[src/hw/rtl/des_rf_pkg.sv]
// ----------------------------------------------------------------------------
// des_rf_pkg
// Tables and helper functions for the DES round function: expansion E,
// the eight S-boxes and the permutation P, bits numbered as in the standard.
// ----------------------------------------------------------------------------
`default_nettype none

package des_rf_pkg;

    localparam int RH_W   = 32;
    localparam int KEY_W  = 48;
    localparam int SBOX_N = 8;

    // expansion E as source bit positions (lsb = 0), listed from output msb down
    localparam logic [4:0] E_SRC [48] = '{
        5'd0,  5'd31, 5'd30, 5'd29, 5'd28, 5'd27, 5'd28, 5'd27,
        5'd26, 5'd25, 5'd24, 5'd23, 5'd24, 5'd23, 5'd22, 5'd21,
        5'd20, 5'd19, 5'd20, 5'd19, 5'd18, 5'd17, 5'd16, 5'd15,
        5'd16, 5'd15, 5'd14, 5'd13, 5'd12, 5'd11, 5'd12, 5'd11,
        5'd10, 5'd9,  5'd8,  5'd7,  5'd8,  5'd7,  5'd6,  5'd5,
        5'd4,  5'd3,  5'd4,  5'd3,  5'd2,  5'd1,  5'd0,  5'd31
    };

    // permutation P as source bit positions (lsb = 0), listed from output msb down
    localparam logic [4:0] P_SRC [32] = '{
        5'd16, 5'd25, 5'd12, 5'd11, 5'd3,  5'd20, 5'd4,  5'd15,
        5'd31, 5'd17, 5'd9,  5'd6,  5'd27, 5'd14, 5'd1,  5'd22,
        5'd30, 5'd24, 5'd8,  5'd18, 5'd0,  5'd5,  5'd29, 5'd23,
        5'd13, 5'd19, 5'd2,  5'd26, 5'd10, 5'd21, 5'd28, 5'd7
    };

    // s-boxes S1..S8, entry index is row * 16 + column
    localparam logic [3:0] SBOX_TAB [SBOX_N][64] = '{
        '{4'd14,4'd4,4'd13,4'd1,4'd2,4'd15,4'd11,4'd8,4'd3,4'd10,4'd6,4'd12,4'd5,4'd9,4'd0,4'd7,
          4'd0,4'd15,4'd7,4'd4,4'd14,4'd2,4'd13,4'd1,4'd10,4'd6,4'd12,4'd11,4'd9,4'd5,4'd3,4'd8,
          4'd4,4'd1,4'd14,4'd8,4'd13,4'd6,4'd2,4'd11,4'd15,4'd12,4'd9,4'd7,4'd3,4'd10,4'd5,4'd0,
          4'd15,4'd12,4'd8,4'd2,4'd4,4'd9,4'd1,4'd7,4'd5,4'd11,4'd3,4'd14,4'd10,4'd0,4'd6,4'd13},
        '{4'd15,4'd1,4'd8,4'd14,4'd6,4'd11,4'd3,4'd4,4'd9,4'd7,4'd2,4'd13,4'd12,4'd0,4'd5,4'd10,
          4'd3,4'd13,4'd4,4'd7,4'd15,4'd2,4'd8,4'd14,4'd12,4'd0,4'd1,4'd10,4'd6,4'd9,4'd11,4'd5,
          4'd0,4'd14,4'd7,4'd11,4'd10,4'd4,4'd13,4'd1,4'd5,4'd8,4'd12,4'd6,4'd9,4'd3,4'd2,4'd15,
          4'd13,4'd8,4'd10,4'd1,4'd3,4'd15,4'd4,4'd2,4'd11,4'd6,4'd7,4'd12,4'd0,4'd5,4'd14,4'd9},
        '{4'd10,4'd0,4'd9,4'd14,4'd6,4'd3,4'd15,4'd5,4'd1,4'd13,4'd12,4'd7,4'd11,4'd4,4'd2,4'd8,
          4'd13,4'd7,4'd0,4'd9,4'd3,4'd4,4'd6,4'd10,4'd2,4'd8,4'd5,4'd14,4'd12,4'd11,4'd15,4'd1,
          4'd13,4'd6,4'd4,4'd9,4'd8,4'd15,4'd3,4'd0,4'd11,4'd1,4'd2,4'd12,4'd5,4'd10,4'd14,4'd7,
          4'd1,4'd10,4'd13,4'd0,4'd6,4'd9,4'd8,4'd7,4'd4,4'd15,4'd14,4'd3,4'd11,4'd5,4'd2,4'd12},
        '{4'd7,4'd13,4'd14,4'd3,4'd0,4'd6,4'd9,4'd10,4'd1,4'd2,4'd8,4'd5,4'd11,4'd12,4'd4,4'd15,
          4'd13,4'd8,4'd11,4'd5,4'd6,4'd15,4'd0,4'd3,4'd4,4'd7,4'd2,4'd12,4'd1,4'd10,4'd14,4'd9,
          4'd10,4'd6,4'd9,4'd0,4'd12,4'd11,4'd7,4'd13,4'd15,4'd1,4'd3,4'd14,4'd5,4'd2,4'd8,4'd4,
          4'd3,4'd15,4'd0,4'd6,4'd10,4'd1,4'd13,4'd8,4'd9,4'd4,4'd5,4'd11,4'd12,4'd7,4'd2,4'd14},
        '{4'd2,4'd12,4'd4,4'd1,4'd7,4'd10,4'd11,4'd6,4'd8,4'd5,4'd3,4'd15,4'd13,4'd0,4'd14,4'd9,
          4'd14,4'd11,4'd2,4'd12,4'd4,4'd7,4'd13,4'd1,4'd5,4'd0,4'd15,4'd10,4'd3,4'd9,4'd8,4'd6,
          4'd4,4'd2,4'd1,4'd11,4'd10,4'd13,4'd7,4'd8,4'd15,4'd9,4'd12,4'd5,4'd6,4'd3,4'd0,4'd14,
          4'd11,4'd8,4'd12,4'd7,4'd1,4'd14,4'd2,4'd13,4'd6,4'd15,4'd0,4'd9,4'd10,4'd4,4'd5,4'd3},
        '{4'd12,4'd1,4'd10,4'd15,4'd9,4'd2,4'd6,4'd8,4'd0,4'd13,4'd3,4'd4,4'd14,4'd7,4'd5,4'd11,
          4'd10,4'd15,4'd4,4'd2,4'd7,4'd12,4'd9,4'd5,4'd6,4'd1,4'd13,4'd14,4'd0,4'd11,4'd3,4'd8,
          4'd9,4'd14,4'd15,4'd5,4'd2,4'd8,4'd12,4'd3,4'd7,4'd0,4'd4,4'd10,4'd1,4'd13,4'd11,4'd6,
          4'd4,4'd3,4'd2,4'd12,4'd9,4'd5,4'd15,4'd10,4'd11,4'd14,4'd1,4'd7,4'd6,4'd0,4'd8,4'd13},
        '{4'd4,4'd11,4'd2,4'd14,4'd15,4'd0,4'd8,4'd13,4'd3,4'd12,4'd9,4'd7,4'd5,4'd10,4'd6,4'd1,
          4'd13,4'd0,4'd11,4'd7,4'd4,4'd9,4'd1,4'd10,4'd14,4'd3,4'd5,4'd12,4'd2,4'd15,4'd8,4'd6,
          4'd1,4'd4,4'd11,4'd13,4'd12,4'd3,4'd7,4'd14,4'd10,4'd15,4'd6,4'd8,4'd0,4'd5,4'd9,4'd2,
          4'd6,4'd11,4'd13,4'd8,4'd1,4'd4,4'd10,4'd7,4'd9,4'd5,4'd0,4'd15,4'd14,4'd2,4'd3,4'd12},
        '{4'd13,4'd2,4'd8,4'd4,4'd6,4'd15,4'd11,4'd1,4'd10,4'd9,4'd3,4'd14,4'd5,4'd0,4'd12,4'd7,
          4'd1,4'd15,4'd13,4'd8,4'd10,4'd3,4'd7,4'd4,4'd12,4'd9,4'd5,4'd6,4'd11,4'd0,4'd14,4'd2,
          4'd7,4'd11,4'd4,4'd1,4'd9,4'd12,4'd14,4'd2,4'd0,4'd6,4'd10,4'd13,4'd15,4'd3,4'd5,4'd8,
          4'd2,4'd1,4'd14,4'd7,4'd4,4'd10,4'd8,4'd13,4'd15,4'd12,4'd9,4'd0,4'd3,4'd5,4'd6,4'd11}
    };

    // expansion E: 32 to 48 bits, pure wiring
    function automatic logic [KEY_W-1:0] des_expand(input logic [RH_W-1:0] r);
        logic [KEY_W-1:0] x;
        for (int i = 0; i < KEY_W; i++)
        begin
            x[KEY_W-1-i] = r[E_SRC[i]];
        end
        return x;
    endfunction

    // eight s-boxes side by side, S1 in the top group
    function automatic logic [RH_W-1:0] des_sbox_layer(input logic [KEY_W-1:0] x);
        logic [RH_W-1:0] s;
        logic [5:0]      c;
        for (int b = 0; b < SBOX_N; b++)
        begin
            c = x[KEY_W-1-6*b -: 6];
            s[RH_W-1-4*b -: 4] = SBOX_TAB[b][{c[5], c[0], c[4:1]}];
        end
        return s;
    endfunction

    // permutation P, pure wiring
    function automatic logic [RH_W-1:0] des_perm_p(input logic [RH_W-1:0] s);
        logic [RH_W-1:0] y;
        for (int i = 0; i < RH_W; i++)
        begin
            y[RH_W-1-i] = s[P_SRC[i]];
        end
        return y;
    endfunction

endpackage

`default_nettype wire

[src/hw/rtl/des_round_function_top.sv]
// ----------------------------------------------------------------------------
// des_round_function_top
// DES Feistel function f(R, K) on a stream: each input item carries a 32-bit
// right half and a 48-bit round subkey, each output item the 32-bit f value.
// The block is a three-stage pipeline (expansion and key mix, S-box lookup,
// permutation P into the output register): an accepted item is registered
// in mix_reg, then sbox_reg, then f_reg, which drives the output. A new item
// is taken every cycle while the downstream side keeps m_tready high. Stalls
// back up through the stages with no item lost or repeated; there is no
// configuration and no state between items.
// ----------------------------------------------------------------------------
`default_nettype none

module des_round_function_top
(
    input  wire logic        clk,
    input  wire logic        rst_n,
    input  wire logic        s_tvalid,
    output logic             s_tready,
    input  wire logic [79:0] s_tdata,   // [31:0] right_half, [79:32] round_key
    output logic             m_tvalid,
    input  wire logic        m_tready,
    output logic [31:0]      m_tdata    // [31:0] f_out
);

    localparam int RH_W  = des_rf_pkg::RH_W;
    localparam int KEY_W = des_rf_pkg::KEY_W;

    logic             v1_reg, v2_reg, v3_reg;
    logic [KEY_W-1:0] mix_reg;
    logic [RH_W-1:0]  sbox_reg;
    logic [RH_W-1:0]  f_reg;
    logic             adv1, adv2, adv3;
    logic [KEY_W-1:0] mix_next;
    logic [RH_W-1:0]  sbox_next;
    logic [RH_W-1:0]  f_next;

    // stage advance: a stage loads when empty or when its successor moves
    assign adv3 = !v3_reg || m_tready;
    assign adv2 = !v2_reg || adv3;
    assign adv1 = !v1_reg || adv2;

    assign s_tready = adv1;
    assign m_tvalid = v3_reg;
    assign m_tdata  = f_reg;

    // datapath of each stage
    assign mix_next  = des_rf_pkg::des_expand(s_tdata[RH_W-1:0]) ^ s_tdata[RH_W+KEY_W-1:RH_W];
    assign sbox_next = des_rf_pkg::des_sbox_layer(mix_reg);
    assign f_next    = des_rf_pkg::des_perm_p(sbox_reg);

    // valid bits
    always_ff @(posedge clk or negedge rst_n)
    begin
        if (!rst_n)
        begin
            v1_reg <= 1'b0;
            v2_reg <= 1'b0;
            v3_reg <= 1'b0;
        end
        else
        begin
            if (adv1)
            begin
                v1_reg <= s_tvalid;
            end
            if (adv2)
            begin
                v2_reg <= v1_reg;
            end
            if (adv3)
            begin
                v3_reg <= v2_reg;
            end
        end
    end

    // payload registers, no reset
    always_ff @(posedge clk)
    begin
        if (adv1 && s_tvalid)
        begin
            mix_reg <= mix_next;
        end
        if (adv2 && v1_reg)
        begin
            sbox_reg <= sbox_next;
        end
        if (adv3 && v2_reg)
        begin
            f_reg <= f_next;
        end
    end

endmodule

`default_nettype wire

[config.mk]
export PLATFORM = sky130hd
export DESIGN_NAME = des_round_function_top
export DESIGN_NICKNAME = d
export VERILOG_FILES = /design/src/hw/rtl/des_rf_pkg.sv /design/src/hw/rtl/des_round_function_top.sv
export SDC_FILE = /design/constraint.sdc
export NUM_CORES = 1
export LEC_CHECK = 0
export BUFFER_PORTS_ARGS = -buffer_cell sky130_fd_sc_hd__buf_4
export CAP_MARGIN = 15
export CORE_MARGIN = 1
export CORE_UTILIZATION = 50
export CTS_BUF_LIST = sky130_fd_sc_hd__clkbuf_4
export CTS_CLUSTER_SIZE = 8
export DETAILED_ROUTE_END_ITERATION = 16
export GPL_ROUTABILITY_DRIVEN = 0
export GPL_TIMING_DRIVEN = 0
export MAX_ROUTING_LAYER = met4
export PLACE_DENSITY = 0.74
export SYNTH_ARGS = -nofsm -noshare
export SYNTH_HDL_FRONTEND = slang
export SYNTH_SLANG_ARGS = --single-unit
[constraint.sdc]
create_clock -name clk -period 2.82 [get_ports clk]
set_clock_uncertainty 0.2 [all_clocks]
set_input_delay 0.282 -clock clk [delete_from_list [all_inputs] [get_ports clk]]
set_output_delay 0.282 -clock clk [all_outputs]
set_load 0.05 [all_outputs]
==> flow_metrics.py <==
metrics = {
    "run_status": {
        "run_status": "complete, no violations",
    },
    "die": {
        "core-area_mm2": 0.0168,
        "die_width_um": 134,
        "top_level_ports": 118,
        "die_h_um": 134,
        "rows": 47,
        "initial_core_util_pct": 51.9,
        "fp.dieArea_mm2": 0.0180,
    },
    "cts": {
        "tritoncts": "yes",
        "clock_sink_count": 115,
        "clk_path_buf_depth": 2,
        "cts.root.buffer_cell": "sky130_fd_sc_hd__clkbuf_4",
        "cts_buffers": 17,
        "ctsHtreeMaxLevel": 4,
        "worst_skew_pair.late_latency_ns": 0.55,
        "clk_pin_slew_ns": 0.12,
    },
    "worst_setup_path": {
        "worst_path_required_time_ns": 2.93,
        "cp-end-kind": "flip-flop",
        "critical_path_peak_fanout": 9,
        "cp_slowest_stage_delay_ns": 0.45,
        "cp_cell_sequence": "buf_2, inv_1, ha_1, buf_4, nor2_1, a21o_1, mux4_2, mux2_2",
        "crit_start_category": "flip-flop",
        "critical_path.top_delay_family": "multiplexers",
        "worstReg2RegStart": "mix_reg[32]$_DFFE_PP_",
        "timing.critical_path.arrival_ns": 2.82,
        "worstPathBufferInverterCount": 3,
        "cell_with_the_largest_stage_delay_on_the_worst_path": "sky130_fd_sc_hd__mux4_2",
        "kind_of_critical_path": "reg -> reg",
        "crit_start": "mix_reg[32]$_DFFE_PP_",
    },
    "logic_synthesis": {
        "synth.avg_cell_area_um2": 10.5,
        "post_synth_and_or_nand_nor_area_fraction_pct": 12.7,
        "synth_area_leader_cell": "sky130_fd_sc_hd__edfxtp_1",
        "synth-xor-area-share_pct": 7.12,
        "post_synth_instance_area_mm2": 0.00874,
        "ys_seq_area_share_pct": 39.4,
        "main_combinational_cell_family_by_area_after_synthesis": "compound AO/OA/AOI/OAI gates",
        "synth-edff-count": 112,
        "total_number_of_yosys_warnings": 0,
        "synth_top_area_share_pct": 38.5,
        "synth_compound_gate_area_share_pct": 17.5,
        "synthDistinctLibCells": 71,
        "asyncSetResetFlopFracSynth_pct": 2.61,
        "mux_contribution_to_synthesized_area_pct": 8.81,
        "share_of_synthesized_cell_area_in_full_adder_half_adder_and_majority_cells_pct": 9.02,
        "syn_nets": 978,
        "postSynthCellCount": 831,
        "ys_top_cells_by_area": "sky130_fd_sc_hd__edfxtp_1 (38%), sky130_fd_sc_hd__ha_1 (9.0%), sky130_fd_sc_hd__xor2_1 (6.2%)",
        "postSynth.topFlopCell": "sky130_fd_sc_hd__edfxtp_1",
        "yosys_register_bits": 115,
    },
    "finish": {
        "multi_input_comb_area_mm2": 0.00482,
        "filler_cell_count": 1312,
        "area_growth_from_synthesis_to_final_layout_pct": 29.0,
        "final_net_count": 1220,
        "post_route_cells_drive_above_1_share_pct": 21.2,
        "largest_register_ffs": 48,
        "register_area_mm2": 0.00344,
        "postLayoutCoreUtil_pct": 67.0,
    },
    "min_path": {
        "hold_path.startpoint": "sbox_reg[12]$_DFFE_PP_",
        "hold_path.class": "reg -> reg",
    },
    "timing": {
        "setup_violations": 0,
        "max_freq_ghz": 0.370,
        "finalMaxSlewViolations": 0,
        "finalHoldViolations": 0,
        "rsz0062_at_grt": "false",
        "tightest_slew_ns": 0.876,
        "whs_ns": 0.227,
        "finalWorstPathRequiredPeriod_ns": 2.70,
        "final_min_period_over_clock_period_pct": 95.9,
        "max-slew-margin-rel_pct": 41.6,
    },
    "drt": {
        "routedWlPerCell_um": 15.9,
        "via_count": 7416,
        "wl_um": 20800,
        "remaining_drc_errors": 0,
        "drt_first_pass_iters": 7,
        "antenna_violating_nets_post_route": 0,
        "detailedRoute.firstIterationViolations": 921,
        "vias_per_instance": 5.67,
    },
    "global_route": {
        "grt_use_total_pct": 24.3,
        "grt_start_max_net_pins": 33,
        "first_global_vias": 7161,
        "grt_pass1_wl_um": 33900,
        "globalRouteOverflowTotal": 0,
        "antenna_found_initial": 1,
    },
    "pwr": {
        "p_leak_nw": 4.59,
        "comb_power_share_pct": 35.3,
        "pwr_density_cell_mw_per_mm2": 486,
        "clock_power_share_pct": 23.2,
        "seq_power_share_pct": 41.5,
        "internal_power_mw": 3.63,
        "netSwitchingFraction_pct": 33.8,
        "switching_component_of_the_power_mw": 1.85,
        "ir_drop_mv": 0.429,
    },
    "flow_run": {
        "drv.max_cap_violation_count": 0,
    },
    "placement": {
        "dpl.hpwl_um": 13700,
        "total_of_buffers_placed_on_input_and_output_ports": 117,
    },
}
[repair_timing]
action	4_1_cts	5_1_grt
buffers inserted	2	5
resized for setup	1	2
endpoints found under the setup margin	4	4
hold buffers	101	0
endpoints found under the hold margin	54	0
[per-stage QoR]
stage,setup slack [ns],cell area [um^2],power [mW],TNS (ns),cells
2_1_floorplan,0.234,8740,3.55,0,831
3_3_place_gp,-0.127,9890,4.02,-0.185,1168
3_5_place_dp,-0.138,9910,4.04,-0.227,1169
4_1_cts,0.0584,11200,5.48,0,1302
5_1_grt,0.000689,11300,5.76,0,1307
6_report,0.116,11300,5.48,0,1307
[area by class of cell]
class / instances / area share [%]
clock buffer: 17 / 1.13
sequential: 115 / 30.5
inverter: 48 / 1.60
timing repair buffer: 226 / 17.4
antenna: 1 / 0.0222
clock inverter: 15 / 1.48
buffer: 59 / 2.60
multi-input combinational: 606 / 42.8
tap: 220 / 2.44
[layout by cell type (no fill, tap or decap), types with 6 or more instances in the layout]
master	count
sky130_fd_sc_hd__nand3_1	11
sky130_fd_sc_hd__mux4_2	16
sky130_fd_sc_hd__clkbuf_4	18
sky130_fd_sc_hd__o21ai_0	26
sky130_fd_sc_hd__o21a_1	6
sky130_fd_sc_hd__nor2_1	40
sky130_fd_sc_hd__xor2_1	62
sky130_fd_sc_hd__buf_2	27
sky130_fd_sc_hd__nand2b_1	31
sky130_fd_sc_hd__or3_1	6
sky130_fd_sc_hd__nand2_1	43
sky130_fd_sc_hd__nor3_1	21
sky130_fd_sc_hd__buf_4	131
sky130_fd_sc_hd__edfxtp_1	112
sky130_fd_sc_hd__a211oi_1	13
sky130_fd_sc_hd__dlygate4sd3_1	101
sky130_fd_sc_hd__a31oi_1	12
sky130_fd_sc_hd__inv_1	47
sky130_fd_sc_hd__a21oi_1	30
sky130_fd_sc_hd__mux2_2	8
sky130_fd_sc_hd__ha_1	63
sky130_fd_sc_hd__clkbuf_1	18
sky130_fd_sc_hd__xnor2_1	9
sky130_fd_sc_hd__and2_1	7
sky130_fd_sc_hd__o211ai_1	20
sky130_fd_sc_hd__nor2b_1	21
sky130_fd_sc_hd__a21o_1	6
sky130_fd_sc_hd__o2111ai_1	12
sky130_fd_sc_hd__a311oi_1	8
sky130_fd_sc_hd__a211o_1	6
sky130_fd_sc_hd__mux2i_1	24
sky130_fd_sc_hd__nor3b_1	6
[power by group through the flow]
stage               Clock (mW)  Sequential [mW]  Combinational (mW)
CTS                       1.30             2.28                1.90
global route              1.37             2.30                2.09
global placement             0             2.31                1.70
finish                    1.27             2.28                1.93
detailed placement           0             2.32                1.73
floorplan                    0             2.49                1.06
[routing by layer]
layer  up-vias  routed length [um]  track usage [%]  part of all wire [%]
met1      3488                8810             29.9                    42
met2       303               10500             40.6                    50
met5         -                   0                -                     0
met3        36                1220             4.27                   5.8
met4         0                 344             7.55                   1.7
li1       3589                   -                -                     -
[worst paths after layout]
check | to | slack [ns] | cells past startpoint
worst max-delay path | sbox_reg[21]$_DFFE_PP_ | 0.12 | 8
worst min-delay path | m_tdata[29]$_DFFE_PP_ | 0.23 | 0
worst max register to register | sbox_reg[21]$_DFFE_PP_ | 0.12 | 8
worst min register to register | m_tdata[29]$_DFFE_PP_ | 0.23 | 0
max in group asynchronous | v1_reg$_DFFE_PN0P_ | 1.84 | 3
min in group asynchronous | v2_reg$_DFFE_PN0P_ | 0.41 | 3
[cells by family (layout without fill, tap and decap cells)]
family / count (synthesis) / in the layout
flip-flops: 115 / 115
buffers and inverters: 110 / 365
multiplexers: 51 / 51
other: 0 / 1
AO/OA/AOI/OAI: 208 / 208
AND/OR/NAND/NOR: 213 / 213
XOR/XNOR: 71 / 71
adder cells (fa/ha/maj): 63 / 63
[cell usage after synthesis, types with 4 or more instances]
| master | number |
|---|---|
| sky130_fd_sc_hd__a2111oi_0 | 6 |
| sky130_fd_sc_hd__a211o_1 | 6 |
| sky130_fd_sc_hd__a211oi_1 | 13 |
| sky130_fd_sc_hd__a21o_1 | 6 |
| sky130_fd_sc_hd__a21oi_1 | 30 |
| sky130_fd_sc_hd__a221oi_1 | 5 |
| sky130_fd_sc_hd__a22oi_1 | 4 |
| sky130_fd_sc_hd__a311oi_1 | 8 |
| sky130_fd_sc_hd__a31oi_1 | 12 |
| sky130_fd_sc_hd__a32oi_1 | 5 |
| sky130_fd_sc_hd__and2_1 | 10 |
| sky130_fd_sc_hd__and3_1 | 5 |
| sky130_fd_sc_hd__buf_1 | 6 |
| sky130_fd_sc_hd__buf_2 | 27 |
| sky130_fd_sc_hd__buf_4 | 7 |
| sky130_fd_sc_hd__clkbuf_1 | 21 |
| sky130_fd_sc_hd__edfxtp_1 | 112 |
| sky130_fd_sc_hd__ha_1 | 63 |
| sky130_fd_sc_hd__inv_1 | 47 |
| sky130_fd_sc_hd__mux2_2 | 8 |
| sky130_fd_sc_hd__mux2i_1 | 24 |
| sky130_fd_sc_hd__mux4_2 | 16 |
| sky130_fd_sc_hd__nand2_1 | 43 |
| sky130_fd_sc_hd__nand2b_1 | 31 |
| sky130_fd_sc_hd__nand3_1 | 11 |
| sky130_fd_sc_hd__nand3b_1 | 5 |
| sky130_fd_sc_hd__nor2_1 | 40 |
| sky130_fd_sc_hd__nor2b_1 | 21 |
| sky130_fd_sc_hd__nor3_1 | 21 |
| sky130_fd_sc_hd__nor3b_1 | 6 |
| sky130_fd_sc_hd__o2111ai_1 | 12 |
| sky130_fd_sc_hd__o211ai_1 | 20 |
| sky130_fd_sc_hd__o21a_1 | 6 |
| sky130_fd_sc_hd__o21ai_0 | 26 |
| sky130_fd_sc_hd__o221ai_1 | 4 |
| sky130_fd_sc_hd__o311a_1 | 4 |
| sky130_fd_sc_hd__o311ai_0 | 4 |
| sky130_fd_sc_hd__o31ai_1 | 4 |
| sky130_fd_sc_hd__or2_2 | 4 |
| sky130_fd_sc_hd__or3_1 | 6 |
| sky130_fd_sc_hd__xnor2_1 | 9 |
| sky130_fd_sc_hd__xor2_1 | 62 |
Power figures use the tool's default switching activity.
